<file path="config.mk">
export PLATFORM = sky130hd
export DESIGN_NAME = sorted_key_action_map
export DESIGN_NICKNAME = d
export VERILOG_FILES = /design/src/rtl/core/skam_pkg.sv /design/src/rtl/core/skam_mem.sv /design/src/rtl/core/skam_ctrl.sv /design/src/rtl/core/sorted_key_action_map.sv
export SDC_FILE = /design/constraint.sdc
export NUM_CORES = 1
export LEC_CHECK = 0
export ABC_AREA = 1
export BUFFER_PORTS_ARGS = -buffer_cell sky130_fd_sc_hd__buf_2
export CAP_MARGIN = 30
export CORE_AREA = 2 2 259 261
export DETAILED_ROUTE_END_ITERATION = 8
export DIE_AREA = 0 0 261 263
export PLACE_DENSITY = 0.71
export REMOVE_ABC_BUFFERS = 1
export SLEW_MARGIN = 30
export SYNTH_ARGS = -nofsm -noshare
export SYNTH_HDL_FRONTEND = slang
export SYNTH_SLANG_ARGS = --single-unit
</file>
<file path="constraint.sdc">
create_clock -name clk -period 13 [get_ports clk]
set_input_delay 2.6 -clock clk [delete_from_list [all_inputs] [get_ports clk]]
set_output_delay 2.6 -clock clk [all_outputs]
set_load 0.03 [all_outputs]
</file>
<file path="src/rtl/core/skam_pkg.sv">
// ============================================================================
// skam_pkg: shared types and constants for the sorted key/action map
// Field widths, status and command codes, controller states, result bundle.
// ============================================================================
package skam_pkg;

  localparam int KEY_W           = 32;
  localparam int ACT_W           = 8;
  localparam int OUT_CNT_W       = 5;
  localparam int TABLE_DEPTH_DEF = 16;

  localparam logic CMD_MAP    = 1'b0;
  localparam logic CMD_LOOKUP = 1'b1;

  typedef enum logic [1:0] {
    ST_OK   = 2'd0,
    ST_FULL = 2'd1,
    ST_MISS = 2'd2
  } status_t;

  typedef enum logic [2:0] {
    SK_IDLE,
    SK_CMP,
    SK_DECIDE,
    SK_SHUP,
    SK_SHDN,
    SK_PUT,
    SK_DONE
  } skam_state_t;

  typedef struct packed {
    status_t              status;
    logic [ACT_W-1:0]     found_action;
    logic [OUT_CNT_W-1:0] position;
    logic [OUT_CNT_W-1:0] entry_count;
  } skam_result_t;

endpackage

</file>
<file path="src/rtl/core/skam_mem.sv">
// ============================================================================
// skam_mem: entry storage
// One write port, one read port, read data registered.
// ============================================================================
module skam_mem #(
  parameter int DEPTH = 16,
  parameter int AW    = 4,
  parameter int DW    = 40
) (
  input  logic          clk,
  input  logic          we,
  input  logic [AW-1:0] waddr,
  input  logic [DW-1:0] wdata,
  input  logic          re,
  input  logic [AW-1:0] raddr,
  output logic [DW-1:0] rdata
);

  logic [DW-1:0] mem [DEPTH];
  logic [DW-1:0] rdata_r;

  always_ff @(posedge clk) begin
    if (we) begin
      mem[waddr] <= wdata;
    end
  end

  always_ff @(posedge clk) begin
    if (re) begin
      rdata_r <= mem[raddr];
    end
  end

  assign rdata = rdata_r;

endmodule

</file>
<file path="src/rtl/core/skam_ctrl.sv">
// ============================================================================
// skam_ctrl: search and shift sequencer
// Binary search over the memory, then update, insert-shift or remove-shift.
// ============================================================================
module skam_ctrl
  import skam_pkg::*;
#(
  parameter int TABLE_DEPTH = TABLE_DEPTH_DEF
) (
  input  logic             clk,
  input  logic             rst_n,
  input  logic             start,
  input  logic             cmd,
  input  logic [KEY_W-1:0] key_code,
  input  logic [ACT_W-1:0] action_code,
  output logic             idle,
  output logic             res_valid,
  input  logic             res_ack,
  output skam_result_t     res
);

  localparam int IW = $clog2(TABLE_DEPTH);
  localparam int CW = $clog2(TABLE_DEPTH + 1);
  localparam int DW = KEY_W + ACT_W;

  skam_state_t      state_r, state_nxt;
  logic             cmd_r, cmd_nxt;
  logic [KEY_W-1:0] key_r, key_nxt;
  logic [ACT_W-1:0] act_r, act_nxt;
  logic [CW-1:0]    lo_r, lo_nxt;
  logic [CW-1:0]    hi_r, hi_nxt;
  logic [IW-1:0]    mid_r, mid_nxt;
  logic [CW-1:0]    pos_r, pos_nxt;
  logic [CW-1:0]    idx_r, idx_nxt;
  logic [CW-1:0]    vc_r, vc_nxt;
  logic             hit_r, hit_nxt;
  logic [ACT_W-1:0] found_r, found_nxt;
  status_t          status_r, status_nxt;

  logic             mem_we, mem_re;
  logic [IW-1:0]    mem_waddr, mem_raddr;
  logic [DW-1:0]    mem_wdata, mem_rdata;

  logic [KEY_W-1:0] rkey;
  logic [ACT_W-1:0] ract;
  logic             key_lt, key_gt;
  logic [CW-1:0]    lo_cmp, hi_cmp, lo_s, hi_s;
  logic [CW:0]      sum_s;
  logic [IW-1:0]    mid_s;
  logic [CW-1:0]    idx_p1, idx_m1, pos_p1, vc_m1;
  logic [31:0]      pos_w, cnt_w;

  skam_mem #(
    .DEPTH (TABLE_DEPTH),
    .AW    (IW),
    .DW    (DW)
  ) u_mem (
    .clk   (clk),
    .we    (mem_we),
    .waddr (mem_waddr),
    .wdata (mem_wdata),
    .re    (mem_re),
    .raddr (mem_raddr),
    .rdata (mem_rdata)
  );

  // search step: compare against the entry fetched last cycle, pick next mid
  assign rkey   = mem_rdata[DW-1:ACT_W];
  assign ract   = mem_rdata[ACT_W-1:0];
  assign key_lt = key_r < rkey;
  assign key_gt = key_r > rkey;
  assign lo_cmp = key_gt ? CW'(mid_r) + CW'(1) : lo_r;
  assign hi_cmp = key_lt ? CW'(mid_r) : hi_r;
  assign lo_s   = (state_r == SK_CMP) ? lo_cmp : '0;
  assign hi_s   = (state_r == SK_CMP) ? hi_cmp : vc_r;
  assign sum_s  = {1'b0, lo_s} + {1'b0, hi_s};
  assign mid_s  = sum_s[IW:1];

  assign idx_p1 = idx_r + CW'(1);
  assign idx_m1 = idx_r - CW'(1);
  assign pos_p1 = pos_r + CW'(1);
  assign vc_m1  = vc_r - CW'(1);

  always_comb begin
    state_nxt  = state_r;
    cmd_nxt    = cmd_r;
    key_nxt    = key_r;
    act_nxt    = act_r;
    lo_nxt     = lo_r;
    hi_nxt     = hi_r;
    mid_nxt    = mid_r;
    pos_nxt    = pos_r;
    idx_nxt    = idx_r;
    vc_nxt     = vc_r;
    hit_nxt    = hit_r;
    found_nxt  = found_r;
    status_nxt = status_r;
    mem_we     = 1'b0;
    mem_waddr  = '0;
    mem_wdata  = '0;
    mem_re     = 1'b0;
    mem_raddr  = '0;
    idle       = 1'b0;
    res_valid  = 1'b0;

    unique case (state_r)
      SK_IDLE: begin
        idle = 1'b1;
        if (start) begin
          cmd_nxt   = cmd;
          key_nxt   = key_code;
          act_nxt   = action_code;
          found_nxt = '0;
          hit_nxt   = 1'b0;
          lo_nxt    = '0;
          hi_nxt    = vc_r;
          if (vc_r != '0) begin
            mem_re    = 1'b1;
            mem_raddr = mid_s;
            mid_nxt   = mid_s;
            state_nxt = SK_CMP;
          end else begin
            pos_nxt   = '0;
            state_nxt = SK_DECIDE;
          end
        end
      end

      SK_CMP: begin
        if (!key_lt && !key_gt) begin
          hit_nxt = 1'b1;
          pos_nxt = CW'(mid_r);
          if (cmd_r == CMD_LOOKUP) begin
            found_nxt = ract;
          end
          state_nxt = SK_DECIDE;
        end else begin
          lo_nxt = lo_cmp;
          hi_nxt = hi_cmp;
          if (lo_cmp < hi_cmp) begin
            mem_re    = 1'b1;
            mem_raddr = mid_s;
            mid_nxt   = mid_s;
          end else begin
            pos_nxt   = lo_cmp;
            state_nxt = SK_DECIDE;
          end
        end
      end

      SK_DECIDE: begin
        status_nxt = ST_OK;
        state_nxt  = SK_DONE;
        if (cmd_r == CMD_LOOKUP) begin
          if (!hit_r) begin
            status_nxt = ST_MISS;
          end
        end else if (act_r != '0) begin
          if (hit_r) begin
            mem_we    = 1'b1;
            mem_waddr = pos_r[IW-1:0];
            mem_wdata = {key_r, act_r};
          end else if (vc_r >= CW'(TABLE_DEPTH)) begin
            status_nxt = ST_FULL;
          end else if (vc_r > pos_r) begin
            // open a gap: move entries up, top first
            mem_re    = 1'b1;
            mem_raddr = vc_m1[IW-1:0];
            idx_nxt   = vc_m1;
            state_nxt = SK_SHUP;
          end else begin
            mem_we    = 1'b1;
            mem_waddr = pos_r[IW-1:0];
            mem_wdata = {key_r, act_r};
            vc_nxt    = vc_r + CW'(1);
          end
        end else if (hit_r) begin
          if (pos_p1 < vc_r) begin
            // close the gap: move entries down, bottom first
            mem_re    = 1'b1;
            mem_raddr = pos_p1[IW-1:0];
            idx_nxt   = pos_p1;
            state_nxt = SK_SHDN;
          end else begin
            vc_nxt = vc_m1;
          end
        end
      end

      SK_SHUP: begin
        mem_we    = 1'b1;
        mem_waddr = idx_p1[IW-1:0];
        mem_wdata = mem_rdata;
        if (idx_r > pos_r) begin
          mem_re    = 1'b1;
          mem_raddr = idx_m1[IW-1:0];
          idx_nxt   = idx_m1;
        end else begin
          state_nxt = SK_PUT;
        end
      end

      SK_PUT: begin
        mem_we    = 1'b1;
        mem_waddr = pos_r[IW-1:0];
        mem_wdata = {key_r, act_r};
        vc_nxt    = vc_r + CW'(1);
        state_nxt = SK_DONE;
      end

      SK_SHDN: begin
        mem_we    = 1'b1;
        mem_waddr = idx_m1[IW-1:0];
        mem_wdata = mem_rdata;
        if (idx_p1 < vc_r) begin
          mem_re    = 1'b1;
          mem_raddr = idx_p1[IW-1:0];
          idx_nxt   = idx_p1;
        end else begin
          vc_nxt    = vc_m1;
          state_nxt = SK_DONE;
        end
      end

      SK_DONE: begin
        res_valid = 1'b1;
        if (res_ack) begin
          state_nxt = SK_IDLE;
        end
      end

      default: begin
        state_nxt = SK_IDLE;
      end
    endcase
  end

  always_ff @(posedge clk) begin
    if (!rst_n) begin
      state_r <= SK_IDLE;
      vc_r    <= '0;
    end else begin
      state_r <= state_nxt;
      vc_r    <= vc_nxt;
    end
  end

  always_ff @(posedge clk) begin
    cmd_r    <= cmd_nxt;
    key_r    <= key_nxt;
    act_r    <= act_nxt;
    lo_r     <= lo_nxt;
    hi_r     <= hi_nxt;
    mid_r    <= mid_nxt;
    pos_r    <= pos_nxt;
    idx_r    <= idx_nxt;
    hit_r    <= hit_nxt;
    found_r  <= found_nxt;
    status_r <= status_nxt;
  end

  // position and count wrap to the 5-bit output fields
  assign pos_w = 32'(pos_r);
  assign cnt_w = 32'(vc_r);

  always_comb begin
    res.status       = status_r;
    res.found_action = found_r;
    res.position     = pos_w[OUT_CNT_W-1:0];
    res.entry_count  = cnt_w[OUT_CNT_W-1:0];
  end

  a_count_bound: assert property (@(posedge clk) disable iff (!rst_n)
    vc_r <= CW'(TABLE_DEPTH))
    else $error("entry count beyond table depth");

  a_no_rw_same: assert property (@(posedge clk) disable iff (!rst_n)
    !(mem_we && mem_re && (mem_waddr == mem_raddr)))
    else $error("read and write of one entry in the same cycle");

  a_count_step: assert property (@(posedge clk) disable iff (!rst_n)
    $past(rst_n) && (vc_r != $past(vc_r)) |->
      ((vc_r == $past(vc_r) + CW'(1)) || (vc_r + CW'(1) == $past(vc_r))))
    else $error("entry count moved by more than one");

  a_done_once: assert property (@(posedge clk) disable iff (!rst_n)
    (state_r == SK_DONE) && res_ack |=> (state_r == SK_IDLE))
    else $error("result taken but sequencer did not return to idle");

endmodule

</file>
<file path="src/rtl/core/sorted_key_action_map.sv">
// ============================================================================
// sorted_key_action_map: sorted key to action table with binary search
// Map, remove and lookup commands over a table kept in ascending key order.
// ============================================================================
//
//  channel | direction | transfer when          | payload
//  --------+-----------+------------------------+-------------------------------
//  in_     | input     | in_valid  & !in_stall  | cmd, key_code, action_code
//  out_    | output    | out_valid & !out_stall | status, found_action,
//          |           |                        | position, entry_count
//
//  Sequence: one command at a time. The accept cycle fetches the first probe;
//  each binary search step then compares that entry and fetches the next, up to
//  clog2(TABLE_DEPTH)+1 steps, followed by a decide state and a done state.
//  Insert and remove then move one entry per cycle (read and write share the
//  single memory port pair); insert then places the new entry in a put state.
//  Reset (rst_n low, synchronous) empties the table; no clearing pass.
//  in_stall is high while a command is in work; the output register lets a
//  new command start while a result still waits on out_stall.
//
module sorted_key_action_map
  import skam_pkg::*;
#(
  parameter int TABLE_DEPTH = TABLE_DEPTH_DEF
) (
  input  logic                 clk,
  input  logic                 rst_n,
  input  logic                 in_valid,
  output logic                 in_stall,
  input  logic                 in_cmd,
  input  logic [KEY_W-1:0]     in_key_code,
  input  logic [ACT_W-1:0]     in_action_code,
  output logic                 out_valid,
  input  logic                 out_stall,
  output logic [1:0]           out_status,
  output logic [ACT_W-1:0]     out_found_action,
  output logic [OUT_CNT_W-1:0] out_position,
  output logic [OUT_CNT_W-1:0] out_entry_count
);

  logic         ctrl_idle;
  logic         res_valid;
  logic         res_load;
  skam_result_t res;

  logic         out_valid_r, out_valid_nxt;
  skam_result_t out_res_r;

  // sequencer: search, update and entry moves
  skam_ctrl #(
    .TABLE_DEPTH (TABLE_DEPTH)
  ) u_ctrl (
    .clk         (clk),
    .rst_n       (rst_n),
    .start       (in_valid && !in_stall),
    .cmd         (in_cmd),
    .key_code    (in_key_code),
    .action_code (in_action_code),
    .idle        (ctrl_idle),
    .res_valid   (res_valid),
    .res_ack     (res_load),
    .res         (res)
  );

  assign in_stall = !ctrl_idle;

  // output register: loads when empty or when its result transfers this cycle
  assign res_load = res_valid && (!out_valid_r || !out_stall);

  always_comb begin
    out_valid_nxt = out_valid_r;
    if (res_load) begin
      out_valid_nxt = 1'b1;
    end else if (!out_stall) begin
      out_valid_nxt = 1'b0;
    end
  end

  always_ff @(posedge clk) begin
    if (!rst_n) begin
      out_valid_r <= 1'b0;
    end else begin
      out_valid_r <= out_valid_nxt;
    end
  end

  always_ff @(posedge clk) begin
    if (res_load) begin
      out_res_r <= res;
    end
  end

  assign out_valid        = out_valid_r;
  assign out_status       = out_res_r.status;
  assign out_found_action = out_res_r.found_action;
  assign out_position     = out_res_r.position;
  assign out_entry_count  = out_res_r.entry_count;

endmodule

</file>
* Word-level counts from Yosys, hierarchy flattened *
Memory sizes are Yosys's and may differ from the RTL's. A register that Yosys moved wholly into a read port is not among the register bits.
Index checks and enable logic that the tools add are counted.

storage, ports and cells
  bits in registers = 105
  bits in latches = 0
  bits in writable memories = 640
  memory bits (read-only) = 0
  bits of input ports = 45
  output and inout bits = 22
  logic and storage cells = 206
  memories = 1

operators by class
  add/subtract/negate cells = 7
  multiply operators = 0
  divide/modulo/power cells = 0
  $lt $le $gt $ge = 8
  equality and inequality tests = 28
  shift operators = 0
  muxes and demuxes = 118
  bitwise logic cells = 0
  reduce and logical (&&, ||, !) cells = 26

memory list
  memory            depth  bits a word  read ports  clocked after Yosys merged registers in  wr ports  line            source
  u_ctrl.u_mem.mem  16     40           1           1                                        1         skam_mem.sv:19  logic [DW-1:0] mem [DEPTH];

operators by type and width
  operator                                                                 count
  40-bit 2-to-1 mux                                                        5
  5-bit 2-to-1 mux                                                         29
  40-bit one-hot mux with 3 select lines                                   1
  4-bit 2-to-1 mux                                                         22
  3-bit 2-to-1 mux                                                         12
  32-bit > comparator                                                      1
  32-bit < comparator                                                      1
  5-bit one-hot mux with 2 select lines                                    3
  5-bit one-hot mux with 3 select lines                                    2
  1-bit 2-to-1 mux                                                         27
  8-bit 2-to-1 mux                                                         3
  3-bit one-hot mux with 7 select lines                                    1
  4-bit one-hot mux with 5 select lines                                    1
  2-bit inequality test, second input constant                             8
  4-bit one-hot mux with 4 select lines                                    1
  8-bit one-hot mux with 2 select lines                                    1
  5-bit by 1-bit adder with 5-bit output, second input constant            3
  5-bit < comparator                                                       3
  2-bit 2-to-1 mux                                                         6
  2-bit by 1-bit inequality test with 1-bit output, second input constant  6
  5-bit > comparator                                                       2
  5-bit AND reduction                                                      2
  5-bit by 1-bit subtractor with 5-bit output, second input constant       2
  3-bit equality test, second input constant                               3
  26 further kinds                                                         42

* Longest topological paths before layout *
Gate-level depths: netlist of the first run.

  depth after elaboration = 9
  mapped depth = 31
  gate-level depth less buffers = 30

* Cells and area by module *
Synthesis of the first run repeated with hierarchy kept, for this count alone.

unflattened totals
  cells, all modules = 3388
  area, all modules = 35475.3 µm²

by module, submodules not included
  module                 instances  cells an instance  area each (µm²)  sequential area each (µm²)
  skam_mem               1          2643               28753.8          20419.6
  skam_ctrl              1          716                6064.6           2442.3
  sorted_key_action_map  1          29                 656.9            620.6

* Least setup slack after synthesis of the first run *
Ideal clock, no wire load.

  path type = input to register
  start point = in in_valid
  end point = reg u_ctrl.found_r[0], enable pin
  setup time = 386 ps
  arrival = 5316 ps
  required time = 12614 ps
  path slack = 7297 ps
  stages on the path = 4
  cells stage by stage = inv_1 -> nor2_1 -> nor2_1 -> a211oi_1

between the ends
  longest elaborated chain between the ends = 3

RTL lines
  what                                                        line                         source
  start: declaration                                          sorted_key_action_map.sv:28  input logic in_valid,
  1-bit logical AND                                           sorted_key_action_map.sv:55  .start (in_valid && !in_stall),
  2-bit by 1-bit inequality test with 1-bit output (no line)  -
  4-bit AND reduction (no line)                               -
  end signal: assignment                                      skam_ctrl.sv:258             found_r <= found_nxt;
  end: declaration                                            skam_ctrl.sv:37              logic [ACT_W-1:0] found_r, found_nxt;

No other way between the ends.
A chain may end at the register's enable or synchronous reset.

* Worst setup path in the final report of the first run *
  start point = reg u_ctrl.u_mem.rdata_r[23] (netlist: u_ctrl.u_mem.rdata[23]), read port of u_ctrl.u_mem.mem
  end point = reg u_ctrl.u_mem.rdata_r[30] (netlist: u_ctrl.u_mem.rdata[30]), read port of u_ctrl.u_mem.mem (data pin)

between the ends
  longest elaborated chain between the ends = 7
  elaborated cells on any way between the ends = 19

RTL lines
  what                                                               line                                source
  start: declaration                                                 skam_mem.sv:20                      logic [DW-1:0] rdata_r;
  32-bit > comparator / 32-bit < comparator (equally long branches)  skam_ctrl.sv:71, skam_ctrl.sv:70
  5-bit 2-to-1 mux (on tied branches)                                skam_ctrl.sv:72, skam_ctrl.sv:73
  5-bit 2-to-1 mux (on tied branches)                                skam_ctrl.sv:74, skam_ctrl.sv:75
  5-bit adder                                                        skam_ctrl.sv:76                     assign sum_s = {1'b0, lo_s} + {1'b0, hi_s};
  4-bit 2-to-1 mux (on tied branches)                                skam_ctrl.sv:140, skam_ctrl.sv:117
  4-bit 2-to-1 mux (on tied branches)                                skam_ctrl.sv:130, skam_ctrl.sv:109
  4-bit one-hot mux with 5 select lines                              skam_ctrl.sv:106                    unique case (state_r)

Parallel ways exist; a longest one is shown, timed or not.

==> results of run 1 <==
synthesized netlist by cell type (all sizes together) (4+ instances only):
cell / instances
xnor2: 4
ha: 69
dfxtp: 9
nor2: 87
nor3: 9
o22ai: 8
nand3: 752
inv: 568
o211ai: 4
clkbuf: 75
a21oi: 85
a31oi: 4
xor2: 16
edfxtp: 776
nand4: 10
nand2: 633
nand3b: 123
o21ai: 39
o21a: 4
buf: 105
report_power, final:
part / internal (mW) / leakage (nW) / switching [mW]
sequential: 3.47 / 7.28 / 0.173
clock: 1.25 / 1.19 / 0.950
combinational: 1.12 / 7.56 / 2.87
total: 5.84 / 16.0 / 3.99
worst max-delay path: stages (launching register included):
cell and delay [ns]:
edfxtp_1 0.37, inv_1 0.06, ha_1 0.31, a21oi_1 0.14
o21ai_0 0.16, a21oi_1 0.32, nand2_1 0.13, nand2_2 0.10
nand2_4 0.09, inv_2 0.13, nand2_1 0.06, o21ai_0 0.10
o21ai_0 0.23, fa_1 0.51, xor2_1 0.23, nand2_1 0.11
o211ai_1 0.09, nor3_1 0.48, nand2_8 0.58, inv_6 0.99
buf_4 0.79, nand3_1 0.16, nand3_1 0.10, nand3_1 0.10
nand2_1 0.12
registers in the layout, summed over array words and instances, names as in the netlist, 5 cells and up:
signal,count
u_ctrl.act_r,8
u_ctrl.vc_r,5
u_ctrl.idx_r,5
out_found_action,8
u_ctrl.hi_r,5
out_position,5
u_ctrl.lo_r,5
u_ctrl.pos_r,5
u_ctrl.key_r,32
u_ctrl.u_mem.rdata,40
u_ctrl.u_mem.mem,640
u_ctrl.found_r,8
out_entry_count,5
cells by family after synthesis:
group / count (synthesis)
flip-flops: 785
adder cells (fa/ha/maj): 70
AO/OA/AOI/OAI: 162
XOR/XNOR: 20
AND/OR/NAND/NOR: 1616
buffers and inverters: 750
area by class of cell:
class / instances / area, sq um
flip-flops and latches: 785 / 23480
fillers: 5297 / 25880
repair buffers: 105 / 660.6
clock inverters: 39 / 291.5
inverters: 570 / 2145
clock buffers: 103 / 2152
multi-input cells: 1868 / 9933
well taps: 864 / 1081
diodes: 2 / 5.005
per-stage QoR:
stage | cells | area, sq um | hold WS, ns
after global placement | 4190 | 37110 | 0.4031
after CTS | 4333 | 39590 | 0.4181
after detailed placement | 4191 | 37150 | 0.4045
after floorplan | 3223 | 35210 | 0.4003
final | 4336 | 39750 | 0.4184
after global routing | 4335 | 39750 | 0.4354
worst paths after layout:
kind / to / slack [ns] / depth (start not counted)
max: u_ctrl.u_mem.rdata[30] / 6.28 / 24
min: out_found_action[0] / 0.42 / 0
max reg2reg: u_ctrl.u_mem.rdata[30] / 6.28 / 24
min reg2reg: out_found_action[0] / 0.42 / 0
metal layers:
| layer | global-route usage | part of all wire |
|---|---|---|
| met5 | 0 | 0.00011 |
| met4 | 0.1115 | 0.037 |
| met3 | 0.04362 | 0.098 |
| met2 | 0.4412 | 0.46 |
| met1 | 0.3877 | 0.40 |
==> run summary, run 1 <==
Cells after Synth = 3,403
Tot GR Track Use = 0.2787
Final hold violations = 0
Data arrival, critical path = 7.19 ns
# hold bufs at CTS = 0
Number of buffers created by CTS = 82
Largest family of logic cells by synthesized area = simple AND/OR/NAND/NOR gates
Post-route clock skew = 0.02497 ns
Grt ovf = 0
Adder-cell share of the synthesized area = 0.02455
Critical Path Start Type = register
Vias = 25,070
Clock Tree Root = clkbuf_16
Post-layout min period = 6.724 ns
Area grow syn2layout = 10.45%
Worst R2R Start = u_ctrl.u_mem.rdata[23]
Async S/R FF share, synth = 0
Vias/cell = 5.781
Crit. End Element = register
Final worst-path cycle share = 0.5173
Post-synthesis mux area share = 0
CP Launch Point = u_ctrl.u_mem.rdata[23]
CTS H-Tree Depth = 3
Clk sink count = 785
Die Area = 0.06864 sq mm
PwrDens = 247.3 mW/mm^2
ANT nets after route = 0
Die Y = 263 um
Max Cap Violations = 0
Mapped Area = 0.03599 sq mm
Complex-gate fraction of the synthesized area = 0.02559
Dpl hpwl = 47.57 mm
Core ar. = 0.06563 sq mm
Clock latency on the worst-skew pair = 0.63 ns
CTS-repair resized insts = 0
Post CTS Setup Buffer Count = 0
Clock Tree Buf Depth = 3
Sequential area share after synthesis = 0.6525
Post-Synth XOR/XNOR Area = 0.004867
Fmax = 148.7 MHz
Static Leakage = 16.03 nW
First-pass GRT wire length = 143.6 mm
Slew Viols, Final = 0
Clock-pin slew on the worst setup and hold paths = 0.06 ns
Total Power = 9.828 mW
Synth area leader = edfxtp_1
Routed len/inst = 22.23 um
Hold Crit Class = register to register
CP required = 13.47 ns
DRC Markers = 0
Main synth FF type = edfxtp_1
Cell variety after synth = 51
Layout Utilization = 0.6057
Max IR drop VDD = 0.0002138 V
Post-Route WL = 96.40 mm
Setup TNS = 0 ns
Slew HR = 0.2970
Syn avg cell area = 10.58 sq um
Yosys top cell area share = 0.6475
Status = completed
Crit path max fanout = 100
Antenna violations before repair = 3
Port bufs = 66
CTS tree = done
Die W = 261 um
RSZ-0062 raised after global routing = false
Final worst setup slack = 6.276 ns
Post-synth EDFFs = 776
Ys Warns = 0
Setup-failing EPs final = 0
Row count = 94
Most common cell after layout, fill and taps aside = edfxtp_1
Tightest Pin Transition = 1.055 ns
Number of global-route vias before repair = 23,730
Placer Congestion = 0.9124
DRT iter0 DRCs = 3,130
Top cells by area, synth = edfxtp_1 65%, nand3_1 10%, nand2_1 6.5%
Synth Register Bits = 785
Initial Utilization = 0.5484
Largest net degree at the start of global routing = 211
Post-Place Worst Slack = 6.390 ns
Post-Synth Simple-Gate Area = 0.2113
Min-delay src = u_ctrl.found_r[0]
Nets = 3,527
Most frequent cells in the layout = 776 x edfxtp_1, 751 x nand3_1, 623 x nand2_1
Pre-Repair DR Iteration Count = 7
Layout cells sized above 1 = 0.08790
IO Pins = 67
Crit path kind = register to register
(Power assumes the default switching activity.)
==> run 2: changes to the inputs <==
--- a/config.mk
+++ b/config.mk
@@ -11,7 +11,7 @@
 export CORE_AREA = 2 2 259 261
 export DETAILED_ROUTE_END_ITERATION = 8
 export DIE_AREA = 0 0 261 263
-export PLACE_DENSITY = 0.71
+export PLACE_DENSITY = 0.74
 export REMOVE_ABC_BUFFERS = 1
 export SLEW_MARGIN = 30
 export SYNTH_ARGS = -nofsm -noshare
==> constraint.sdc (replaced) <==
create_clock -name clk -period 5.8 [get_ports clk]
set_input_delay 1.16 -clock clk [delete_from_list [all_inputs] [get_ports clk]]
set_output_delay 1.16 -clock clk [all_outputs]
set_load 0.03 [all_outputs]
==> run 2 against run 1 <==
  * Clock-buffer cell count rose by 1
  * Via count is 2.0% higher
  * Core utilization is 1.1 points higher
  * Global-route usage is 0.077 points higher
  * Maximum frequency increased by 27%
  * Critical path depth fell by 1
  * Largest cell class unchanged
  * Largest power group unchanged
  * Highest routed layer unchanged
==> run summary, run 2 (synthesis gave the netlist of run 1 again) <==
Most common cell after layout, fill and taps aside = edfxtp_1
Data arrival, critical path = 5.70 ns (-1.49 ns)
Setup TNS = 0 ns (unchanged)
DRC Markers = 0 (unchanged)
Nets = 3,549 (+0.62%)
Clock latency on the worst-skew pair = 0.66 ns (+0.03 ns)
Row count = 94 (unchanged)
Placed Area = 0.03776 sq mm (+1.6%)
CP Launch Point = u_ctrl.key_r[9]
Die Y = 263 um (unchanged)
Number of global-route vias before repair = 24,490 (+3.2%)
Vias/cell = 5.862 (+1.4%)
Crit path kind = register to register
Layout Cell Area excl Fill = 0.04048 sq mm (+1.8%)
Tot GR Track Use = 0.2794 (+0.0007743)
Placer Congestion = 0.9607 (+5.3%)
First-pass GRT wire length = 144.6 mm (+0.65%)
CTS-repair resized insts = 0 (unchanged)
Critical Path Start Type = register
Slew Viols, Final = 0 (unchanged)
# hold bufs at CTS = 0 (unchanged)
Post-layout min period = 5.300 ns (-1.424 ns)
Initial Utilization = 0.5484 (unchanged)
Static Leakage = 16.36 nW (+2.0%)
Die Area = 0.06864 sq mm (unchanged)
Port bufs = 66 (unchanged)
IO Pins = 67 (unchanged)
Most frequent cells in the layout = 776 x edfxtp_1, 751 x nand3_1, 623 x nand2_1
Min-delay src = u_ctrl.found_r[6]
Clock Tree Root = clkbuf_16
Total Power = 22.67 mW (+130%)
Core ar. = 0.06563 sq mm (unchanged)
Post CTS Setup Buffer Count = 0 (unchanged)
Routed len/inst = 22.03 um (-0.92%)
Largest register FFs = 640 (unchanged)
Post-Route WL = 96.10 mm (-0.31%)
Layout cells sized above 1 = 0.09577 (+0.007873)
Grt ovf = 0 (unchanged)
Final worst-path cycle share = 0.9138 (+0.3966)
DRT iter0 DRCs = 3,340 (+6.7%)
Layout Utilization = 0.6169 (+0.01117)
Dpl hpwl = 49.56 mm (+4.2%)
Hold Crit Class = register to register
Setup-failing EPs final = 0 (unchanged)
CTS H-Tree Depth = 3 (unchanged)
Antenna violations before repair = 2 (-1)
Post-route clock skew = 0.02617 ns (+0.001202 ns)
Status = completed
Largest net degree at the start of global routing = 121 (-43%)
Crit path max fanout = 104 (+4.0%)
PwrDens = 560.0 mW/mm^2 (+130%)
Final hold violations = 0 (unchanged)
Clk sink count = 785 (unchanged)
Pre-Repair DR Iteration Count = 6 (-1)
Vias = 25,580 (+2.0%)
RSZ-0062 raised after global routing = false
Crit. End Element = register
CP required = 6.20 ns (-7.27 ns)
ANT nets after route = 0 (unchanged)
Die W = 261 um (unchanged)
Final worst setup slack = 0.4998 ns (-5.776 ns)
Worst R2R Start = u_ctrl.key_r[9]
Max IR drop VDD = 0.0004992 V (+130%)
Max Cap Violations = 0 (unchanged)
Tightest Pin Transition = 0.9990 ns (-0.05556 ns)
Area grow syn2layout = 12.49%
Clock-pin slew on the worst setup and hold paths = 0.06 ns (about the same)
Post-Place Worst Slack = 0.7100 ns (-5.680 ns)
Largest Register = u_ctrl.u_mem.mem
CTS tree = done
Fmax = 188.7 MHz (+27%)
Clock Tree Buf Depth = 3 (unchanged)
Slew HR = 0.3340 (+0.03704)
Number of buffers created by CTS = 83 (+1.2%)
run 2: cell types whose count changed in the layout (fill, tap and decap cells not counted), moves of 2 or more:
cell / delta
bufinv_16: +3
inv_16: +3
buf_12: +34
clkinv_1: -5
a21oi_2: -2
buf_6: -4
clkinv_2: +5
a21oi_1: +2
clkinv_8: +2
clkinvlp_4: -2
buf_4: -10
run 2: area by class of cell:
type,instances,area (sq um)
fillers,5051,25140
flip-flops and latches,785,23480
multi-input cells,1868,9926
clock buffers,104,2156
inverters,570,2145
repair buffers,126,1226
well taps,864,1081
clock inverters,45,465.4
diodes,1,2.502
run 2: worst paths after layout:
path | depth (start not counted) | endpoint | slack (ns)
setup / recovery | 23 | u_ctrl.u_mem.rdata[28] | 0.50
hold / removal | 0 | out_found_action[6] | 0.42
setup reg to reg | 23 | u_ctrl.u_mem.rdata[28] | 0.50
hold reg to reg | 0 | out_found_action[6] | 0.42
run 2: through the flow:
stage               hold slack, ns  cells
floorplan                   0.4003   3223
global placement            0.4034   4211
detailed placement          0.4075   4213
CTS                         0.4194   4362
global route                0.4327   4363
finish                      0.4225   4363
run 2: critical path, cell delays in order (launching register included):
cell and delay (ns):
edfxtp_1 0.49, ha_1 0.35, nand2_1 0.06, nor2_1 0.20, nand2_1 0.24, inv_2 0.14, nand2_1 0.06, nand2_1 0.11
nand2_2 0.09, nand2_4 0.12, inv_2 0.08, nand2_1 0.06, o21ai_0 0.11, o21ai_0 0.45, fa_1 0.56, a32oi_1 0.23
nor3b_4 0.38, buf_4 0.25, buf_12 0.33, nand3_1 0.16, nand3_1 0.13, nand3_1 0.12, nand3_1 0.11, nand2_1 0.06
run 2: routing by layer:
metal	GRT usage	up-vias	share of wire
met4	0.1209	2	0.041
met1	0.3744	12210	0.38
met3	0.06153	272	0.11
met2	0.4405	1472	0.47
met5	0	-	0.000083
li1	-	11620	-
run 2: power by group:
| group | internal, mW | switching (mW) | total, mW |
|---|---|---|---|
| registers | 7.78 | 0.405 | 8.18 |
| clock network | 2.97 | 2.21 | 5.17 |
| logic | 2.80 | 6.52 | 9.32 |
| total | 13.5 | 9.13 | 22.7 |
